## src/hw/rtl/lir_pkg.sv

```systemverilog
// ---------------------------------------------------------------------------
// lir_pkg
// Shared constants, types and helpers for the largest interior rectangle
// finder.
// ---------------------------------------------------------------------------
package lir_pkg;

    localparam int MAX_WIDTH  = 4096;
    localparam int MAX_HEIGHT = 2048;

    localparam int COL_W   = $clog2(MAX_WIDTH);
    localparam int ROW_W   = $clog2(MAX_HEIGHT);
    localparam int FW_W    = COL_W + 1;
    localparam int FH_W    = ROW_W + 1;
    localparam int HGT_W   = ROW_W + 1;
    localparam int DEPTH_W = COL_W + 1;
    localparam int AREA_W  = COL_W + ROW_W + 1;
    localparam int NW_W    = FW_W + 1;
    localparam int NH_W    = FH_W + 1;

    localparam int CFG_IDX_W  = 3;
    localparam int CFG_DATA_W = FW_W;

    localparam int QUEUE_DEPTH = 4;
    localparam int Q_PTR_W     = $clog2(QUEUE_DEPTH);

    localparam logic [FW_W-1:0]  RST_FRAME_WIDTH  = FW_W'(MAX_WIDTH);
    localparam logic [FH_W-1:0]  RST_FRAME_HEIGHT = FH_W'(MAX_HEIGHT);
    localparam logic [COL_W-1:0] RST_PAD_H        = COL_W'(50);
    localparam logic [ROW_W-1:0] RST_PAD_V        = ROW_W'(150);

    typedef enum logic [CFG_IDX_W-1:0] {
        REG_FRAME_WIDTH  = 3'd0,
        REG_FRAME_HEIGHT = 3'd1,
        REG_APPROX_MODE  = 3'd2,
        REG_PAD_H        = 3'd3,
        REG_PAD_V        = 3'd4
    } cfg_index_t;

    typedef struct packed {
        logic [FW_W-1:0]  frame_width;
        logic [FH_W-1:0]  frame_height;
        logic             approximate_mode;
        logic [COL_W-1:0] pad_horizontal;
        logic [ROW_W-1:0] pad_vertical;
    } cfg_t;

    // classified pixel passed from front to back
    typedef struct packed {
        logic             bit_val;
        logic [COL_W-1:0] col;
        logic [ROW_W-1:0] row;
        logic             eol;
        logic             eof;
    } pixel_word_t;

    typedef struct packed {
        logic [COL_W-1:0] col;
        logic [HGT_W-1:0] hgt;
    } stack_entry_t;

    function automatic logic [FW_W-1:0] eff_width(input logic [FW_W-1:0] v);
        logic [FW_W-1:0] r;
        begin
            if (v == '0)
                r = FW_W'(1);
            else if (v > FW_W'(MAX_WIDTH))
                r = FW_W'(MAX_WIDTH);
            else
                r = v;
            return r;
        end
    endfunction

    function automatic logic [FH_W-1:0] eff_height(input logic [FH_W-1:0] v);
        logic [FH_W-1:0] r;
        begin
            if (v == '0)
                r = FH_W'(1);
            else if (v > FH_W'(MAX_HEIGHT))
                r = FH_W'(MAX_HEIGHT);
            else
                r = v;
            return r;
        end
    endfunction

endpackage

```

## src/hw/rtl/lir_front.sv

```systemverilog
// ---------------------------------------------------------------------------
// lir_front
// Accepts mask pixels, tracks raster position and tags row and frame ends.
// ---------------------------------------------------------------------------
module lir_front (
    input  logic                 clk,
    input  logic                 rst_n,
    input  logic                 push,
    input  logic                 mask_bit,
    input  logic                 q_full,
    input  lir_pkg::cfg_t        cfg,
    output logic                 q_push,
    output lir_pkg::pixel_word_t q_word
);

    logic [lir_pkg::COL_W-1:0] col_reg, col_next;
    logic [lir_pkg::ROW_W-1:0] row_reg, row_next;
    logic [lir_pkg::FW_W-1:0]  w_eff, col_plus;
    logic [lir_pkg::FH_W-1:0]  h_eff, row_plus;
    logic                      eol, eof;

    assign w_eff    = lir_pkg::eff_width(cfg.frame_width);
    assign h_eff    = lir_pkg::eff_height(cfg.frame_height);
    assign col_plus = {1'b0, col_reg} + lir_pkg::FW_W'(1);
    assign row_plus = {1'b0, row_reg} + lir_pkg::FH_W'(1);
    assign eol      = !(col_plus < w_eff);
    assign eof      = eol && !(row_plus < h_eff);
    assign q_push   = push && !q_full;

    always_comb
    begin
        q_word.bit_val = mask_bit;
        q_word.col     = col_reg;
        q_word.row     = row_reg;
        q_word.eol     = eol;
        q_word.eof     = eof;
    end

    always_comb
    begin
        col_next = col_reg;
        row_next = row_reg;
        if (q_push)
        begin
            if (eol)
            begin
                col_next = '0;
                row_next = eof ? '0 : row_plus[lir_pkg::ROW_W-1:0];
            end
            else
            begin
                col_next = col_plus[lir_pkg::COL_W-1:0];
            end
        end
    end

    always_ff @(posedge clk or negedge rst_n)
    begin
        if (!rst_n)
        begin
            col_reg <= '0;
            row_reg <= '0;
        end
        else
        begin
            col_reg <= col_next;
            row_reg <= row_next;
        end
    end

endmodule

```

## config.mk

```make
export PLATFORM = sky130hd
export DESIGN_NAME = lir_front
export DESIGN_NICKNAME = d
export VERILOG_FILES = /design/src/hw/rtl/lir_pkg.sv /design/src/hw/rtl/lir_front.sv
export SDC_FILE = /design/constraint.sdc
export NUM_CORES = 1
export LEC_CHECK = 0
export BUFFER_PORTS_ARGS = -buffer_cell sky130_fd_sc_hd__buf_2
export CAP_MARGIN = 20
export CORE_ASPECT_RATIO = 0.75
export CORE_MARGIN = 1.5
export CORE_UTILIZATION = 46
export CTS_CLUSTER_DIAMETER = 100
export DETAILED_ROUTE_END_ITERATION = 8
export GPL_ROUTABILITY_DRIVEN = 0
export PLACE_DENSITY = 0.75
export SETUP_SLACK_MARGIN = 0.15
export SLEW_MARGIN = 20
export SYNTH_ARGS = -nofsm -noshare
export SYNTH_HDL_FRONTEND = slang
export SYNTH_SLANG_ARGS = --single-unit
```

## constraint.sdc

```tcl
create_clock -name clk -period 4.5 [get_ports clk]
set_input_delay 0.9 -clock clk [delete_from_list [all_inputs] [get_ports clk]]
set_output_delay 0.9 -clock clk [all_outputs]
set_load 0.01 [all_outputs]
```

==> run metrics <==
status complete, no violations; Fmax about 0.24 GHz; Ports around 80; average size of a mapped cell between 9 and 10 sq um; Initial DRT Pass Iterations 4; multiplexer share of the synthesized area 0.0214; share of cells above drive strength 1 0.303; Post-CTS Hold Buffers 0; hold_ws between 500 and 600 ps; worst-skew pair later-pin latency between 200 and 300 ps; initial drt markers 124; vias 2003; Detail Placement HPWL 4120 um; CP endpoint kind output port; Fin. Hold Viols 0; Setup TNS Final 0 ps; die span in x between 80 and 90 um; largest family of logic cells by synthesized area simple AND/OR/NAND/NOR gates; largest net degree at the start of global routing 24; post-layout util 0.566; largest area contributor in the netlist dfrtp_1; asr flop ratio synth 1.00; vias per cell roughly 5.7; HP Class reg2reg; die footprint 0.00513 sq mm; Syn. warnings 0; PortBufs 54; setup violators final 0; Reg clk slew, reported paths approximately 80 ps; register area share after synthesis 0.266; CP Depth 11; library cells used by synthesis between 50 and 60; minimum clock period 4090 ps; clk buf depth 2; non-filler cells, final between 300 and 400; Mapped Nets 318; vias in the first global route just under 2000; maxcap violations 0; CTS tree built; top-count cell post-synth nand2_1; clock sinks 23; number of inserted diodes 0; fin crit share 0.908; VDD IR max 0.208 mV; CP max FO 8; Simple-Gate Fraction of Synth Area 0.261; Adder-Cell Fraction of Synth Area 0.144; post-route ant nets 0; Cell Area, Synth approximately 0.0022 sq mm; Die Y 62.4 um; Pwr Density 320 mW/mm^2; CP required between 3000 and 4000 ps; Top Family by Delay on Critical Path compound AO/OA/AOI/OAI gates; gr usage total 0.219; DRC viols 0; total core area between 0.004 and 0.005 sq mm; worst r2r src row_reg[0]$_DFFE_PN0P_; Yosys reg bits 23; root buf cell clkbuf_8; post-route cell area 0.00254 sq mm; cell count after synthesis around 240; Synth top area share 0.266; Synth Area in Compound Gates 0.196; WP buf/inv 2; total number of H-tree levels 1; Rel. slew slack 0.543; synth top area cells dfrtp_1 27%, ha_1 14%, nand2_1 6.1%; RSZ-0062 raised after global routing no; reg-to-reg slack, setup roughly 1200 ps; Area after DPL between 0.002 and 0.0025 sq mm; critical path endpoint q_word[1]; Starting Density 0.482; Worst Clk Skew 9.75 ps; final net count 374; CTS Buf Count 3; static leakage 1.33 nW; Synth top cells by count 35 x nand2_1, 25 x ha_1, 23 x dfrtp_1, 14 x nand3_1, 13 x xnor2_1; total grt overflow 0; R2R Path End row_reg[7]$_DFFE_PN0P_; initial antenna violation count 0; Tot Pwr between 0.8 and 0.9 mW; Rows 21; max reg flops 12; slowest CP cell dfrtp_1; Synth Flop Type dfrtp_1; first-pass GRT wire length 8980 um; Place WS roughly 600 ps; Worst Slack Setup Final slightly above 400 ps; placed insts around 340; WL final a little over 5000 um; worst-margin pin slew between 600 and 700 ps; Slew Limit Fails 0; worst reg2reg path depth 11; Routed wire per std cell roughly 15 um; crit-path cells ha_2, and3_1, nand3_1, xnor2_1, ha_1, o2111ai_1, a311oi_2, a21boi_4, nor2_2, inv_2, buf_2; startpoint types flop; WP data arrival about 3200 ps; Max stage delay on crit path 500 ps; synth-to-layout area growth 17.5%; Synth Area in XOR/XNOR 0.0768; CP Launch Point col_reg[0]$_DFFE_PN0P_; EDFF count, synth 0; WS Path Type reg2out
==> repair_timing <==
| action | CTS | global route |
|---|---|---|
| endpoints found under the hold margin | 0 | 0 |
| resized for setup | 0 | 1 |
| setup endpoints to repair | 0 | 2 |
| buffers inserted | 0 | 3 |
==> cell type report <==
type | count | area (sq um)
Sequential cell | 23 | 576
Tap cell | 57 | 71.3
Fill cell | 427 | 1950
Multi-Input combinational cell | 199 | 1520
Inverter | 11 | 41.3
Clock inverter | 1 | 5.00
Timing Repair Buffer | 57 | 293
Clock buffer | 3 | 41.3
==> worst min path at each step <==
stage                            startpoint                      end  slack, ps  cells after the start
finish               row_reg[9]$_DFFE_PN0P_   row_reg[9]$_DFFE_PN0P_        540                      1
global route        row_reg[10]$_DFFE_PN0P_  row_reg[10]$_DFFE_PN0P_        590                      1
CTS                  row_reg[9]$_DFFE_PN0P_   row_reg[9]$_DFFE_PN0P_        550                      1
detailed placement   row_reg[9]$_DFFE_PN0P_   row_reg[9]$_DFFE_PN0P_        530                      1
global placement     row_reg[9]$_DFFE_PN0P_   row_reg[9]$_DFFE_PN0P_        530                      1
floorplan            row_reg[9]$_DFFE_PN0P_   row_reg[9]$_DFFE_PN0P_        570                      1
==> cell families (layout without fill, tap and decap cells) <==
family | count (synthesis) | after routing
mux | 4 | 4
buf+inv | 17 | 72
simple gates | 98 | 98
fa+ha+maj | 25 | 25
flops | 23 | 23
compound gates | 53 | 53
xor+xnor | 19 | 19
==> cells in the final DEF, fill, tap and decap left out, types with 3 or more instances in the layout <==
cell type / count
a21oi_1: 9
a22o_1: 8
a32o_1: 4
and3_1: 6
and4_1: 3
buf_2: 54
buf_4: 3
clkbuf_8: 3
dfrtp_1: 23
ha_1: 24
inv_1: 9
nand2_1: 35
nand3_1: 14
nor2_1: 7
nor2_2: 3
nor3_1: 6
nor4_1: 3
o211ai_1: 4
o21ai_0: 4
o31ai_1: 4
xnor2_1: 13
xor2_1: 6
==> report_power, final <==
group | leakage, nW | switching (mW) | internal [mW] | total [mW]
Sequential | 0.300 | 0.0508 | 0.237 | 0.287
Clock | 0.0255 | 0.0673 | 0.0619 | 0.129
Combinational | 1.00 | 0.224 | 0.173 | 0.398
Total | 1.33 | 0.342 | 0.472 | 0.814
==> layer usage <==
layer | GRT usage | vias up | share of wire
met4 | 0.0360 | 0 | 0.011
li1 | - | 1005 | -
met2 | 0.331 | 52 | 0.43
met5 | 0 | - | 0
met1 | 0.325 | 935 | 0.50
met3 | 0.0423 | 11 | 0.051
No activity file was read; power rests on OpenSTA's default activity.
