**src/hw/rtl/lir_pkg.sv**
```systemverilog
// ---------------------------------------------------------------------------
// lir_pkg
// Shared constants, types and helpers for the largest interior rectangle
// finder.
// ---------------------------------------------------------------------------
package lir_pkg;

    localparam int MAX_WIDTH  = 4096;
    localparam int MAX_HEIGHT = 2048;

    localparam int COL_W   = $clog2(MAX_WIDTH);
    localparam int ROW_W   = $clog2(MAX_HEIGHT);
    localparam int FW_W    = COL_W + 1;
    localparam int FH_W    = ROW_W + 1;
    localparam int HGT_W   = ROW_W + 1;
    localparam int DEPTH_W = COL_W + 1;
    localparam int AREA_W  = COL_W + ROW_W + 1;
    localparam int NW_W    = FW_W + 1;
    localparam int NH_W    = FH_W + 1;

    localparam int CFG_IDX_W  = 3;
    localparam int CFG_DATA_W = FW_W;

    localparam int QUEUE_DEPTH = 4;
    localparam int Q_PTR_W     = $clog2(QUEUE_DEPTH);

    localparam logic [FW_W-1:0]  RST_FRAME_WIDTH  = FW_W'(MAX_WIDTH);
    localparam logic [FH_W-1:0]  RST_FRAME_HEIGHT = FH_W'(MAX_HEIGHT);
    localparam logic [COL_W-1:0] RST_PAD_H        = COL_W'(50);
    localparam logic [ROW_W-1:0] RST_PAD_V        = ROW_W'(150);

    typedef enum logic [CFG_IDX_W-1:0] {
        REG_FRAME_WIDTH  = 3'd0,
        REG_FRAME_HEIGHT = 3'd1,
        REG_APPROX_MODE  = 3'd2,
        REG_PAD_H        = 3'd3,
        REG_PAD_V        = 3'd4
    } cfg_index_t;

    typedef struct packed {
        logic [FW_W-1:0]  frame_width;
        logic [FH_W-1:0]  frame_height;
        logic             approximate_mode;
        logic [COL_W-1:0] pad_horizontal;
        logic [ROW_W-1:0] pad_vertical;
    } cfg_t;

    // classified pixel passed from front to back
    typedef struct packed {
        logic             bit_val;
        logic [COL_W-1:0] col;
        logic [ROW_W-1:0] row;
        logic             eol;
        logic             eof;
    } pixel_word_t;

    typedef struct packed {
        logic [COL_W-1:0] col;
        logic [HGT_W-1:0] hgt;
    } stack_entry_t;

    function automatic logic [FW_W-1:0] eff_width(input logic [FW_W-1:0] v);
        logic [FW_W-1:0] r;
        begin
            if (v == '0)
                r = FW_W'(1);
            else if (v > FW_W'(MAX_WIDTH))
                r = FW_W'(MAX_WIDTH);
            else
                r = v;
            return r;
        end
    endfunction

    function automatic logic [FH_W-1:0] eff_height(input logic [FH_W-1:0] v);
        logic [FH_W-1:0] r;
        begin
            if (v == '0)
                r = FH_W'(1);
            else if (v > FH_W'(MAX_HEIGHT))
                r = FH_W'(MAX_HEIGHT);
            else
                r = v;
            return r;
        end
    endfunction

endpackage

```
**src/hw/rtl/lir_queue.sv**
```systemverilog
// ---------------------------------------------------------------------------
// lir_queue
// Short FIFO of classified pixel words between front and back.
// ---------------------------------------------------------------------------
module lir_queue (
    input  logic                 clk,
    input  logic                 rst_n,
    input  logic                 push,
    input  lir_pkg::pixel_word_t word_in,
    output logic                 full,
    input  logic                 pop,
    output lir_pkg::pixel_word_t word_out,
    output logic                 empty
);

    lir_pkg::pixel_word_t        slot_reg [lir_pkg::QUEUE_DEPTH];
    logic [lir_pkg::Q_PTR_W-1:0] wr_ptr_reg, wr_ptr_next;
    logic [lir_pkg::Q_PTR_W-1:0] rd_ptr_reg, rd_ptr_next;
    logic [lir_pkg::Q_PTR_W:0]   count_reg, count_next;
    logic                        do_push, do_pop;

    assign full     = (count_reg == (lir_pkg::Q_PTR_W+1)'(lir_pkg::QUEUE_DEPTH));
    assign empty    = (count_reg == '0);
    assign do_push  = push && !full;
    assign do_pop   = pop && !empty;
    assign word_out = slot_reg[rd_ptr_reg];

    always_comb
    begin
        wr_ptr_next = do_push ? wr_ptr_reg + lir_pkg::Q_PTR_W'(1) : wr_ptr_reg;
        rd_ptr_next = do_pop ? rd_ptr_reg + lir_pkg::Q_PTR_W'(1) : rd_ptr_reg;
        count_next  = count_reg;
        if (do_push && !do_pop)
            count_next = count_reg + (lir_pkg::Q_PTR_W+1)'(1);
        else if (do_pop && !do_push)
            count_next = count_reg - (lir_pkg::Q_PTR_W+1)'(1);
    end

    always_ff @(posedge clk or negedge rst_n)
    begin
        if (!rst_n)
        begin
            wr_ptr_reg <= '0;
            rd_ptr_reg <= '0;
            count_reg  <= '0;
        end
        else
        begin
            wr_ptr_reg <= wr_ptr_next;
            rd_ptr_reg <= rd_ptr_next;
            count_reg  <= count_next;
        end
    end

    always_ff @(posedge clk)
    begin
        if (do_push)
            slot_reg[wr_ptr_reg] <= word_in;
    end

endmodule

```
**config.mk**
```make
export PLATFORM = sky130hd
export DESIGN_NAME = lir_queue
export DESIGN_NICKNAME = d
export VERILOG_FILES = /design/src/hw/rtl/lir_pkg.sv /design/src/hw/rtl/lir_queue.sv
export SDC_FILE = /design/constraint.sdc
export NUM_CORES = 1
export LEC_CHECK = 0
export BUFFER_PORTS_ARGS = -buffer_cell sky130_fd_sc_hd__buf_2
export CORE_ASPECT_RATIO = 0.7
export CORE_MARGIN = 5
export CORE_UTILIZATION = 47
export CTS_BUF_LIST = sky130_fd_sc_hd__clkbuf_4
export CTS_CLUSTER_DIAMETER = 50
export DETAILED_ROUTE_END_ITERATION = 6
export MAX_ROUTING_LAYER = met4
export PLACE_DENSITY = 0.72
export SLEW_MARGIN = 20
export SYNTH_ARGS = -nofsm -noshare
export SYNTH_HDL_FRONTEND = slang
export SYNTH_SLANG_ARGS = --single-unit
```
**constraint.sdc**
```tcl
create_clock -name clk -period 3.2 [get_ports clk]
set_input_delay 0.16 -clock clk [delete_from_list [all_inputs] [get_ports clk]]
set_output_delay 0.16 -clock clk [all_outputs]
set_load 0.02 [all_outputs]
```
==> summary.md, run 1 <==
| Metric | Value |
|---|---|
| Worst EP required | `3.04 ns` |
| Global placer's final weighted congestion | `0.722` |
| Initial antenna violation count | `0` |
| Drt total wl | `7060 um` |
| Die area | `11000 sq um` |
| Placed cells | `352` |
| First-pass GRT wire length | `11300 um` |
| Slew @ Worst Pin | `roughly 0.8 ns` |
| TritonRoute pass-1 iters | `4` |
| Worst endpoint data arrival time | `2.25 ns` |
| Port bufs | `57` |
| Root Buffer | `clkbuf_4` |
| Routed Antenna Nets | `0` |
| PostCTS Resize Cnt | `0` |
| Row cnt | `29` |
| # setup viols final | `0` |
| Number of DRC markers in iteration 0 | `between 80 and 90` |
| Fill count | `696` |
| Synth Warn # | `0` |
| FF+latch count, synth | `around 110` |
| Unrepaired setup endpoints after global routing | `no` |
| Mapped cell area | `approximately 4200 sq um` |
| Largest net degree at the start of global routing | `27` |
| Wirelength per Cell | `about 18 um` |
| CTS tree | `yes` |
| Ant diodes | `0` |
| Via-to-Cell Ratio | `4.97` |
| Reg clk slew, reported paths | `0.14 ns` |
| Max Clk Rate | `approximately 420 MHz` |
| Main synth FF type | `edfxtp_1` |
| Async set or reset register ratio after synthesis | `6.31%` |
| Hold Fails Final Rpt | `0` |
| Later-pin clock latency in the skew report | `around 0.45 ns` |
| Final instance count without filler cells | `between 300 and 400` |
| H-tree depth reported by CTS | `3` |
| Run status | `complete, no violations` |
| Multi-input logic area | `840 sq um` |
| Kind of critical path | `reg -> out` |
| Startpoint Class | `register` |
| PwrDens | `837 nW/um^2` |
| Chip Width | `123 um` |
| Die height | `89.4 um` |
| Total grt overflow | `0` |
| Clk buf depth | `2` |
| Fin nets | `between 300 and 400` |
| Total CTS buffers | `9` |
| Max Clock Skew | `0.0155 ns` |
| Synth Net Count | `around 210` |
| Post-synth top cells | `104 x edfxtp_1, 18 x mux4_2, 8 x mux4_1` |
| Max_cap viols | `0` |
| Hold WC Path Type | `in -> async` |
| Maximum vdd drop | `between 0.5 and 0.6 mV` |
| Syn_area_per_cell | `between 20 and 25 sq um` |
| Vias in the first global route | `2107` |
| Synth-to-layout area growth | `19.5%` |
| Post-synth EDFFs | `104` |
| Share of layout cells above drive strength 1 | `36.8%` |
| Total Neg Setup Slack | `0 ns` |
| Post-synthesis instance total | `between 150 and 200` |
| Final Max Slew Viols | `0` |
| Fin crit share | `75.2%` |
| Initial Util | `47.4%` |
| Dpl hpwl | `4390 um` |
| DRC | `0` |
| Max reg flops | `104` |
| Minimum clock period | `2.41 ns` |
| Synth area leaders | `edfxtp_1 74%, mux4_2 9.6%, mux4_1 5.0%` |
| Crit-path max FO | `15` |
| Rel. slew slack | `46.9%` |
| Seq. cell area | `3300 sq um` |
| Postcts setup bufs | `0` |
| Static Leakage | `1.81 nW` |
| Top-count cell post-synth | `edfxtp_1` |
| Synth top area share | `73.8%` |
| DR vias | `around 2000` |
| Leading area contributor after synthesis | `edfxtp_1` |
| All-Layer GR Usage | `14.6%` |
| Synth cell types | `21` |
| CTS sink count | `111` |
| Register area share after synthesis | `roughly 78%` |
| Ports | `58` |
| Core area | `around 8900 sq um` |
| Crit. End Element | `output port` |
[through the flow]
| stage | power, mW | utilization [%] | hold WS [ns] | instance area (sq um) | setup WS [ns] |
|---|---|---|---|---|---|
| after detailed placement | 3.61 | 52.0 | 0.00792 | 4640 | 1.04 |
| after global placement | 3.58 | 52.0 | 0.00335 | 4640 | 1.14 |
| after global routing | 4.49 | 56.6 | 0.0211 | 5060 | 0.574 |
| final | 4.23 | 56.6 | 0.0581 | 5060 | 0.793 |
| after floorplan | 3.19 | - | -0.136 | 4230 | 1.11 |
| after CTS | 4.30 | 56.6 | 0.0193 | 5060 | 0.682 |
[cells by family (layout without fill, tap and decap cells)]
group	after synthesis	count (layout)	synth area share [%]
XOR/XNOR	6	6	1.24
adder cells (fa/ha/maj)	6	6	1.95
buffers and inverters	11	111	2.19
flip-flops	111	111	78.0
multiplexers	28	28	15.2
AND/OR/NAND/NOR	10	10	1.48
[critical path: stages, from the launching register on]
cell and delay [ns]:
dfrtp_2 0.67, buf_4 0.38, mux4_2 0.57, buf_2 0.18
[cells in the final DEF (no fill, tap or decap), drive strengths merged]
cell / n
mux4: 26
nor2: 1
clkinv: 5
dlygate4sd3: 28
fa: 1
and2: 4
dfrtp: 7
ha: 5
mux2: 2
clkbuf: 10
nand3: 1
buf: 63
nor3b: 1
nor2b: 1
bufinv: 1
nand2: 1
edfxtp: 104
xnor2: 4
inv: 4
xor2: 2
or3: 1
[routing by layer]
layer / global-route usage (%) / vias to the layer above / wire length [um]
li1: - / 901 / -
met1: 18.6 / 1012 / 3120
met2: 22.7 / 52 / 3550
met3: 5.95 / 2 / 377
met4: 2.91 / 0 / 21
met5: - / - / 0
[where the power goes]
part / total (mW) / switching, mW / internal, mW
registers: 2.11 / 0.179 / 1.93
clock network: 0.660 / 0.415 / 0.245
logic: 1.47 / 0.811 / 0.654
[final timing paths]
path	startpoint	to	slack (ns)	cells after the start
worst max-delay path	rd_ptr_reg[0]	word_out[3]	0.79	3
worst min-delay path	rst_n	count_reg[0]	0.06	2
worst max register to register	count_reg[2]	count_reg[2]	1.00	8
worst min register to register	count_reg[2]	count_reg[2]	0.50	1
max in group asynchronous	rst_n	rd_ptr_reg[0]	2.97	2
min in group clk	push	wr_ptr_reg[0]	0.20	3
[layout make-up]
cell class	instances	area share, %
clock buffer	10	1.48
tap	124	3.07
inverter	4	0.297
multi-input combinational	50	16.6
timing repair buffer	91	12.1
sequential	111	65.3
clock inverter	6	1.21
[what timing repair did]
action / in CTS / in global routing
endpoints found under the setup margin: 0 / 0
endpoints found under the hold margin: 113 / 0
hold buffers: 28 / 0
Power figures use the tool's default switching activity.
==> inputs of run 2 (changes only) <==
--- a/config.mk
+++ b/config.mk
@@ -13,7 +13,7 @@
 export CTS_CLUSTER_DIAMETER = 50
 export DETAILED_ROUTE_END_ITERATION = 6
 export MAX_ROUTING_LAYER = met4
-export PLACE_DENSITY = 0.72
+export PLACE_DENSITY = 0.75
 export SLEW_MARGIN = 20
 export SYNTH_ARGS = -nofsm -noshare
 export SYNTH_HDL_FRONTEND = slang
==> constraint.sdc (replaced) <==
create_clock -name clk -period 2 [get_ports clk]
set_input_delay 0.1 -clock clk [delete_from_list [all_inputs] [get_ports clk]]
set_output_delay 0.1 -clock clk [all_outputs]
set_load 0.02 [all_outputs]
==> run 2 against run 1 <==
Compared with the run above: clock skew down 0.00080 ns; clock-buffer cell count fell by 1; hold slack improved by 0.15 ns; largest power group unchanged; utilization up 2.0 points; die area is the same; critical endpoint is now count_reg[2]; sequential cell count did not move; non-clock buffer count grew 15; sequential power up 54%; worst setup slack lost 0.71 ns.
==> summary.md, run 2 (synthesis gave the netlist of run 1 again) <==
| Metric | Value |
|---|---|
| Commonest non-fill, non-tap cell in the layout | `edfxtp_1` |
| Most frequent cells in the layout | `104 x edfxtp_1, 56 x buf_2, 29 x dlygate4sd3_1, 19 x mux4_2, 16 x buf_4` |
| Core area | `8930 sq um (unchanged)` |
| Worst endpoint data arrival time | `2.29 ns (+0.04 ns)` |
| Unrepaired setup endpoints after global routing | `yes` |
| Share of layout cells above drive strength 1 | `42.0% (+5.2 points)` |
| Max_cap viols | `0 (unchanged)` |
| Run status | `complete, no violations` |
| Kind of critical path | `reg -> reg` |
| Die height | `89.4 um (unchanged)` |
| Max Clk Rate | `523 MHz` |
| Via-to-Cell Ratio | `4.94 (-0.62%)` |
| Initial antenna violation count | `0 (unchanged)` |
| First-pass GRT wire length | `11400 um (+0.86%)` |
| H-tree depth reported by CTS | `3 (unchanged)` |
| TritonRoute pass-1 iters | `6 (+2)` |
| R2r setup slk | `0.09 ns (-0.91 ns)` |
| Rel. slew slack | `77.6% (+31 points)` |
| Worst r2r path cells | `8 (unchanged)` |
| Ant diodes | `0 (unchanged)` |
| # setup viols final | `0 (unchanged)` |
| Hold_ws | `0.204 ns (+0.146 ns)` |
| Hold WC Path Type | `in -> reg` |
| All-Layer GR Usage | `15.0% (+0.32 points)` |
| Minimum clock period | `approximately 1.9 ns` |
| DR vias | `2024 (+2.9%)` |
| Crit-path max FO | `3 (-12)` |
| Chip Width | `123 um (unchanged)` |
| Total CTS buffers | `9 (unchanged)` |
| DP Area | `4770 sq um (+2.7%)` |
| CP endpoint | `count_reg[2]` |
| Post-route cell area | `5240 sq um (+3.6%)` |
| Ports | `58 (unchanged)` |
| Maximum vdd drop | `0.701 mV (+26%)` |
| Dpl hpwl | `4590 um (+4.6%)` |
| PwrDens | `1340 nW/um^2 (+60%)` |
| DRC | `0 (unchanged)` |
| Later-pin clock latency in the skew report | `0.45 ns (about the same)` |
| Root Buffer | `clkbuf_4` |
| Worst Slack Setup Final | `0.0874 ns (-0.706 ns)` |
| Crit path launch | `count_reg[1]` |
| CTS tree | `yes` |
| Crit. End Element | `register` |
| Total grt overflow | `0 (unchanged)` |
| Vias in the first global route | `2147 (+1.9%)` |
| Routed Antenna Nets | `0 (unchanged)` |
| Slew @ Worst Pin | `0.336 ns (-0.460 ns)` |
| Max Clock Skew | `0.0147 ns (-0.000802 ns)` |
| Startpoint Class | `register` |
| Hold Fails Final Rpt | `0 (unchanged)` |
| Synth-to-layout area growth | `23.8%` |
| Fin nets | `318 (+5.0%)` |
| Row cnt | `29 (unchanged)` |
| Final Max Slew Viols | `0 (unchanged)` |
| Drt total wl | `7320 um (+3.7%)` |
| R2R Path End | `count_reg[2]` |
| Wirelength per Cell | `17.9 um (+0.16%)` |
| Number of DRC markers in iteration 0 | `132 (+48%)` |
| Reg clk slew, reported paths | `0.15 ns (about the same)` |
| Max reg flops | `104 (unchanged)` |
| Port bufs | `57 (unchanged)` |
| Static Leakage | `1.89 nW (+4.3%)` |
| Largest net degree at the start of global routing | `23 (-15%)` |
| Die area | `11000 sq um (unchanged)` |
| Worst EP required | `2.38 ns (-0.66 ns)` |
| Placement Setup Slack | `-0.0270 ns (-1.07 ns)` |
| Total power | `7.01 mW (+66%)` |
| Fin crit share | `between 90 and 100%` |
| Worst reg2reg startpoint | `count_reg[1]` |
| CTS sink count | `111 (unchanged)` |
| Initial Util | `47.4% (unchanged)` |
| Global placer's final weighted congestion | `0.715 (-0.87%)` |
| Clk buf depth | `2 (unchanged)` |
run 2: changes by cell type in the layout (fill, tap and decap cells not counted), sizes merged:
cell,delta
buf,+14
clkinv,-2
clkinvlp,+2
bufinv,-1
clkbuf,-1
dlygate4sd3,+1
inv,+1
run 2: cell type report:
class	count	area (sq um)
clock buffers	9	67.6
repair buffers	106	782
flip-flops and latches	111	3300
fillers	689	3690
clock inverters	6	47.5
inverters	4	15.0
multi-input cells	50	871
well taps	124	155
run 2: where the power goes:
group / internal (mW) / switching, mW / total [mW]
registers: 3.08 / 0.172 / 3.25
clock network: 0.258 / 0.690 / 0.948
logic: 1.33 / 1.48 / 2.81
run 2: critical path, cell delays in order (launching register included):
cell and delay (ns):
dfrtp_1 0.42, or3_4 0.40, nand2_2 0.11, ha_4 0.15
inv_2 0.03, fa_2 0.33, xor2_1 0.14, nor2_1 0.11
xor2_1 0.15
run 2: how the worst min path moves through the flow:
stage | start | to | cells past startpoint
floorplan | rst_n | count_reg[0] | 0
global placement | rst_n | count_reg[2] | 1
detailed placement | rst_n | count_reg[0] | 1
CTS | push | wr_ptr_reg[0] | 4
global route | push | count_reg[0] | 4
finish | push | count_reg[0] | 4
run 2: what timing repair did:
item	in CTS	in global routing
hold endpoints to repair	113	0
pin swaps	2	4
setup buffers	3	4
setup endpoints to repair	23	5
hold buffers	29	0
resized for setup	3	7
run 2: metrics by stage:
step           util [%]   TNS, ns  instances
6_report           58.7         0        410
5_1_grt            58.7   -0.0134        410
4_1_cts            58.3         0        408
3_5_place_dp       53.4   -0.0270        361
3_3_place_gp       53.4         0        361
2_1_floorplan         -  -0.00143        172
run 2: routing by layer:
layer	track usage, %	share of wire [%]
met5	-	0
met2	23.8	50
met4	4.12	0.40
met1	18.7	45
met3	5.00	4.9
==> inputs of run 3 (changes only) <==
--- a/config.mk
+++ b/config.mk
@@ -8,12 +8,12 @@
 export BUFFER_PORTS_ARGS = -buffer_cell sky130_fd_sc_hd__buf_2
 export CORE_ASPECT_RATIO = 0.7
 export CORE_MARGIN = 5
-export CORE_UTILIZATION = 47
+export CORE_UTILIZATION = 50
 export CTS_BUF_LIST = sky130_fd_sc_hd__clkbuf_4
 export CTS_CLUSTER_DIAMETER = 50
 export DETAILED_ROUTE_END_ITERATION = 6
 export MAX_ROUTING_LAYER = met4
-export PLACE_DENSITY = 0.75
+export PLACE_DENSITY = 0.79
 export SLEW_MARGIN = 20
 export SYNTH_ARGS = -nofsm -noshare
 export SYNTH_HDL_FRONTEND = slang
==> run 3 against run 2 <==
Compared with the run above: combinational power fell by 2%; utilization is 3.9 points higher; total power rose by 1.1%; critical path depth stayed put; critical endpoint unchanged; largest cell class unchanged.
==> summary.md, run 3 (synthesis gave the netlist of run 1 again) <==
| Metric | Value |
|---|---|
| Slowest cell on crit path | `dfrtp_1` |
| # setup viols final | `0 (unchanged)` |
| Core area | `8340 sq um (-6.6%)` |
| CTS tree | `yes` |
| Chip Width | `120 um (-2.8%)` |
| Synth-to-layout area growth | `23.4%` |
| DP Area | `4740 sq um (-0.45%)` |
| Fin nets | `317 (-0.31%)` |
| Max stage delay on crit path | `0.42 ns (about the same)` |
| Ports | `58 (unchanged)` |
| Crit. End Element | `register` |
| DR vias | `2023 (-0.049%)` |
| Dpl hpwl | `4570 um (-0.43%)` |
| Max reg flops | `104 (unchanged)` |
| Critical Path, Cell by Cell | `or3_4 -> nand2_4 -> ha_4 -> inv_2 -> fa_2 -> xor2_1 -> nor2_1 -> xor2_1` |
| Vias in the first global route | `2148 (+0.047%)` |
| Share of layout cells above drive strength 1 | `42.7% (+0.70 points)` |
| All-Layer GR Usage | `15.4% (+0.42 points)` |
| Total Neg Setup Slack | `0 ns (unchanged)` |
| TritonRoute pass-1 iters | `4 (-2)` |
| Hold WC Path Type | `in -> reg` |
| Post-route cell area | `5220 sq um (-0.31%)` |
| Row cnt | `28 (-3.4%)` |
| Kind of critical path | `reg -> reg` |
| Total grt overflow | `0 (unchanged)` |
| Max Clk Rate | `518 MHz (-0.94%)` |
| Drt total wl | `7030 um (-4.0%)` |
| Final instance count without filler cells | `391 (-4.6%)` |
| Placed cells | `344 (-4.7%)` |
| Crit path launch | `count_reg[1]` |
| Reg clk slew, reported paths | `0.15 ns (about the same)` |
| Minimum clock period | `1.93 ns (+0.0181 ns)` |
| Later-pin clock latency in the skew report | `0.45 ns (about the same)` |
| Initial Util | `50.7% (+3.3 points)` |
| Worst endpoint data arrival time | `2.31 ns (+0.02 ns)` |
| R2R Path End | `count_reg[2]` |
| Maximum vdd drop | `0.649 mV (-7.5%)` |
| Startpoint Class | `register` |
| Routed Antenna Nets | `0 (unchanged)` |
| Number of DRC markers in iteration 0 | `152 (+15%)` |
| Wirelength per Cell | `18.0 um (+0.63%)` |
| Slew @ Worst Pin | `0.343 ns (+0.00680 ns)` |
| Die area | `10400 sq um (-5.4%)` |
| Hold Path Cell Cnt | `4 (unchanged)` |
| Initial antenna violation count | `0 (unchanged)` |
| Rel. slew slack | `77.2% (-0.45 points)` |
| Commonest non-fill, non-tap cell in the layout | `edfxtp_1` |
| Most frequent cells in the layout | `104 x edfxtp_1, 57 x buf_2, 29 x dlygate4sd3_1, 20 x mux4_2, 15 x buf_4` |
| Worst reg2reg startpoint | `count_reg[1]` |
| Hold_ws | `0.199 ns (-0.00539 ns)` |
| Final Core Density | `62.6% (+3.9 points)` |
| Hold Fails Final Rpt | `0 (unchanged)` |
| First-pass GRT wire length | `11400 um (about the same)` |
| Unrepaired setup endpoints after global routing | `yes` |
| Clk buf depth | `2 (unchanged)` |
| Die height | `87.0 um (-2.7%)` |
| Run status | `complete, no violations` |
| DRC | `0 (unchanged)` |
| Worst EP required | `2.37 ns (about the same)` |
| Global placer's final weighted congestion | `0.801 (+12%)` |
| Crit-path max FO | `3 (unchanged)` |
| CP dominant cell by count | `xor2_1` |
| Worst r2r path cells | `8 (unchanged)` |
| Max_cap viols | `0 (unchanged)` |
| Total CTS buffers | `9 (unchanged)` |
| Fin crit share | `96.5% (+0.91 points)` |
| Final Max Slew Viols | `0 (unchanged)` |
| Largest net degree at the start of global routing | `22 (-4.3%)` |
| H-tree depth reported by CTS | `3 (unchanged)` |
| Root Buffer | `clkbuf_4` |
| Via-to-Cell Ratio | `5.17 (+4.8%)` |
| Max Clock Skew | `0.0141 ns (-0.000527 ns)` |
| CTS sink count | `111 (unchanged)` |
| Ant diodes | `0 (unchanged)` |
| R2r setup slk | `0.07 ns (-0.02 ns)` |
| CP endpoint | `count_reg[2]` |
| Port bufs | `57 (unchanged)` |
| Static Leakage | `1.88 nW (about the same)` |
| PwrDens | `1360 nW/um^2 (+1.4%)` |
[run 3: worst max-delay path: cells and delay by family (launching register included)]
| kind | cells | cell delay, ns |
|---|---|---|
| and+or+nand+nor | 3 | 0.61 |
| adders and majority gates | 2 | 0.48 |
| DFF | 1 | 0.42 |
| xor gates and xnor gates | 2 | 0.31 |
| buffers and inverters | 1 | 0.04 |
[run 3: cell type report]
type	count	area (sq um)
multi-input cells	50	868
clock inverters	7	80.1
fillers	604	3120
well taps	105	131
clock buffers	9	67.6
inverters	4	15.0
flip-flops and latches	111	3300
repair buffers	105	759
[run 3: timing repair]
item	in CTS	in global routing
pin swaps	2	5
hold endpoints to repair	113	0
endpoints found under the setup margin	1	12
hold buffers	29	0
buffers inserted	1	1
cloned	0	0
gates resized for setup	3	7
[run 3: per-stage QoR]
step           worst slack [ns]  power, mW
2_1_floorplan          -0.00143       5.12
3_3_place_gp             0.0554       5.90
3_5_place_dp            0.00432       5.96
4_1_cts                  0.0249       7.12
5_1_grt                 -0.0419       7.50
6_report                 0.0693       7.08
[run 3: metal layers]
layer	routed length (um)	up-vias	global-route usage (%)
met5	0	-	-
met4	66	0	4.05
met3	354	6	5.39
met2	3470	54	23.7
met1	3140	1035	19.9
li1	-	928	-
[run 3: worst min path at each step]
| stage | startpoint | to |
|---|---|---|
| 2_1_floorplan | rst_n | count_reg[0] |
| 3_3_place_gp | rst_n | count_reg[1] |
| 3_5_place_dp | rst_n | count_reg[1] |
| 4_1_cts | push | wr_ptr_reg[0] |
| 5_1_grt | push | wr_ptr_reg[0] |
| 6_report | push | wr_ptr_reg[0] |
[run 3: power by group]
| group | switching, mW | total (mW) | leakage, nW | internal, mW |
|---|---|---|---|---|
| clock network | 0.714 | 1.11 | 0.0731 | 0.395 |
| registers | 0.137 | 3.22 | 1.03 | 3.08 |
| logic | 1.49 | 2.76 | 0.777 | 1.27 |
